File: config.mk
export PLATFORM = sky130hd
export DESIGN_NAME = mts_row_ram
export DESIGN_NICKNAME = d
export VERILOG_FILES = /design/src/rtl/mts_row_ram.sv
export SDC_FILE = /design/constraint.sdc
export NUM_CORES = 2
export LEC_CHECK = 0
export ABC_CLOCK_PERIOD_IN_PS = 52100
export BUFFER_PORTS_ARGS = -buffer_cell sky130_fd_sc_hd__buf_2
export CORE_MARGIN = 4
export CORE_UTILIZATION = 60
export DETAILED_ROUTE_END_ITERATION = 16
export MAX_ROUTING_LAYER = met4
export PLACE_DENSITY = 0.77
export REMOVE_ABC_BUFFERS = 1
export SLEW_MARGIN = 20
export SYNTH_ARGS = -nofsm -noshare
export SYNTH_HDL_FRONTEND = slang
export SYNTH_MEMORY_MAX_BITS = 65536
export SYNTH_SLANG_ARGS = --single-unit
File: constraint.sdc
create_clock -name clk -period 52.1 [get_ports clk]
set_clock_uncertainty 0.1 [all_clocks]
set_input_delay 5.21 -clock clk [delete_from_list [all_inputs] [get_ports clk]]
set_output_delay 5.21 -clock clk [all_outputs]
set_load 0.01 [all_outputs]
File: src/rtl/mts_row_ram.sv
module mts_row_ram #(
  parameter int WIDTH = 288,
  parameter int DEPTH = 16,
  parameter int AW    = $clog2(DEPTH)
) (
  input  logic             clk,
  input  logic             we,
  input  logic [AW-1:0]    waddr,
  input  logic [WIDTH-1:0] wdata,
  input  logic             re,
  input  logic [AW-1:0]    raddr,
  output logic [WIDTH-1:0] rdata
);

  logic [WIDTH-1:0] mem [DEPTH];

  always_ff @(posedge clk) begin
    if (we) begin
      mem[waddr] <= wdata;
    end
  end

  always_ff @(posedge clk) begin
    if (re) begin
      rdata <= mem[raddr];
    end
  end

endmodule

* After elaboration in Yosys (flattened, before gate mapping) *
Memory sizes are Yosys's and may differ from the RTL's. A register that Yosys moved wholly into a read port is not among the register bits.
Cells that the tools add are included.

word-level totals
  bits in registers = 0
  latch bits = 0
  input bits = 299
  output and inout bits = 288
  memories kept = 1
  word-level logic and storage cells = 3
  ROM bits = 0
  memory bits (writable) = 4608

operators by class
  reductions and logical operators = 0
  order comparisons = 0
  bitwise operators = 0
  $mul = 0
  shifts and indexed selects = 0
  divide/modulo/power cells = 0
  muxes and demuxes = 2
  eq/ne operators = 0
  add/sub/neg operators = 0

memories
  name  words  width  rd ports  clocked after Yosys merged registers in  wr ports  RTL line  RTL
  mem   16     288    1         1                                        1         15        logic [WIDTH-1:0] mem [DEPTH];

operator list
  operator           count
  1-bit two-way mux  2

* Longest topological paths before layout *
  depth in word-level cells = 2
  depth in mapped cells = 9
  depth with buffers taken out = 4

* Worst setup path after synthesis *
OpenSTA, ideal clock, no wires.

  kind = in2reg
  from = in waddr[2]
  to = mem mem[0][0], enable pin
  arrival time = 25088 ps
  buffers on the path = 0
  stages on the path = 2
  path slack = 25617 ps
  cells stage by stage = or3b_2 nor3_1

RTL lines
  element             RTL line  RTL
  start: declaration  8         input logic [AW-1:0] waddr,
  end: declaration    15

No word-level cell before the write port.

==> reports/metrics.yaml <==
finalHoldViolations: 0
whs_path_depth: 3
fin_util_pct: 68.02
setup_viol: 0
yosysWarnings: 0
rsz0062_at_grt: "no"
finalCritPeriodShare_pct: 21.08
firstDrtPassIters: 6
io_pins: 587
cts_sinks: 4896
crit_required_ps: 52730
fin_ws_ps: 41120
p_leak_nw: 65.45
crit_fanout: 104
fp.dieW_um: 556.9
drtIter0Drc: 14660
cts_resized: 0
min_from: "mem[14][73]"
fin_nets: 8647
drt_wl_total_um: 448100
synth_area_leaders: "edfxtp_1 81%, mux4_2 13%, a22oi_1 2.5%"
grt_max_degree: 138
clk_path_buf_depth: 4
cts_root_buf: "clkbuf_16"
reg2reg_slack_ps: 50340
period_minus_slack_ps: 10980
synth_top_cell_by_area: "edfxtp_1"
peakVddDrop_v: 0.00004132
area_growth_pct: 12.78
crit_type: "in -> reg"
rows: 201
postCtsHoldBufs: 0
placed_cell_area_um2: 188600
cap_violations: 0
initial_core_util_pct: 60.31
crit_arrival_ps: 11610
netlist_area_um2: 180800
drv_slew: 0
synth.top_cell.area_share_pct: 81.32
place_ws_ps: 39750
ant_nets: 0
cp-end-kind: "flop"
hp-class: "reg -> reg"
die_h_um: 556.9
startpoint_type: "input port"
finalSetupTns_ps: 0
post_cts_buffers: 0
synthCells: 7527
synth_cell_types: 21
max_slew.worst_pin.slew_ps: 1189
whs_endpoint: "rdata[73]"
avgViaCountPerCell: 6.761
ys_seq_elements: 4896
hold_ws_ps: 617.9
seq_area_frac_synth_pct: 81.32
max_freq_mhz: 91.05
slew_headroom_pct: 20.75
r2r_start: "mem[10][248]"
grt-ovfl-total: 0
gp_congestion: 0.7757
core_um2: 299800
synth.avg_cell_area_um2: 24.02
drcViolationCount: 0
cts_buffers: 459
powerDensity_nw_per_um2: 40.15
vias: 86750
post_route_cells_drive_above_1_share_pct: 28.46
fin_area_um2: 203900
grt_pass1_wl_um: 647000
place.port_buffers: 586
cp-startpoint: "raddr[0]"
htreeDepth: 5
wl_per_cell_um: 34.92
dpl.hpwl_um: 216100
status: "completed"
cts_tree: "built"
reg2reg_to: "rdata[248]"
clk_latency_ps: 990
antenna_found_initial: 148
r2r_cells: 3
clkTransAtPathRegs_ps: 70
dieArea_um2: 310200
grt_pass1_vias: 89350
track_usage_pct: 30.02
==> worst max-delay path by stage <==
stage	end	cells after the start
floorplan	mem[0][0]	2
global route	rdata[160]	10
finish	rdata[173]	10
global placement	rdata[131]	10
detailed placement	rdata[53]	10
CTS	rdata[53]	10
==> Yosys cell counts <==
master    instances
edfxtp_1       4896
mux4_2         1064
a22oi_1         612
nand2_1         281
mux2i_1         184
buf_2           175
clkbuf_1        146
buf_1            45
nand3_1          45
buf_4            33
nor2_1           15
nor2b_1           8
o21ai_0           7
and2_1            4
nor3_1            4
nand2b_1          2
nand3b_1          2
buf_6             1
nor2_2            1
o21ai_1           1
or3b_2            1
==> cell usage in the layout, fill, tap and decap left out, types with 5 or more instances in the layout <==
cell | Yosys | layout
mux4_2 | 1064 | 1064
clkinv_16 | 0 | 17
clkbuf_16 | 0 | 459
bufinv_16 | 0 | 47
nand2_1 | 281 | 281
inv_16 | 0 | 6
nor2_4 | 0 | 14
nand3_1 | 45 | 45
clkbuf_1 | 146 | 91
edfxtp_1 | 4896 | 4896
a22oi_1 | 612 | 612
buf_4 | 33 | 150
buf_2 | 175 | 582
clkinv_2 | 0 | 78
mux2i_1 | 184 | 184
clkinv_1 | 0 | 117
o21ai_0 | 7 | 7
clkinvlp_4 | 0 | 11
buf_12 | 0 | 21
diode_2 | 0 | 148
inv_6 | 0 | 5
==> final cells by class <==
cell class                      count  area, um^2
Sequential cell                  4896      147000
Clock buffer                      550       11830
Tap cell                         3958        4952
Fill cell                       17360       95880
Timing Repair Buffer              760        4566
Multi-Input combinational cell   2231       32080
Antenna cell                      148       370.4
Clock inverter                    287        3075
==> kinds of logic (layout without fill, tap and decap cells) <==
kind of cell    after synthesis  count (layout)  share of synthesized area, %
simple gates                363             363                        0.8153
mux                        1248            1248                         14.27
buf+inv                     400            1597                         1.024
compound gates              620             620                         2.563
flops                      4896            4896                         81.32
other cells                   0             148                             0
==> registers in the layout, indices dropped and copies added, names as in the netlist <==
signal	count
mem	4608
rdata	288
==> routing by layer <==
layer	GRT usage, %	vias up	routed length, um
met2	45.33	6114	218500
met4	9.198	0	12970
met1	40.84	45670	157300
li1	-	34190	-
met5	-	-	0
met3	8.164	774	59260
==> stage by stage <==
| stage | power, mW | instances |
|---|---|---|
| after detailed placement | 4.934 | 11840 |
| after floorplan | 4.745 | 7127 |
| after global routing | 8.429 | 12790 |
| after CTS | 8.215 | 12680 |
| after global placement | 4.916 | 11840 |
| final | 8.186 | 12830 |
==> worst max-delay path, cell delays in order <==
cell and delay, ps:
buf_12 500, buf_4 820, buf_4 570, buf_4 800, buf_4 790, buf_4 710, buf_4 870, mux4_2 650
a22oi_1 210, nand2_1 110
==> report_power, final <==
group	internal (mW)	switching, mW
Sequential	4.44	0.0409
Clock	1.86	1.46
Combinational	0.145	0.238
Power figures use the tool's default switching activity.
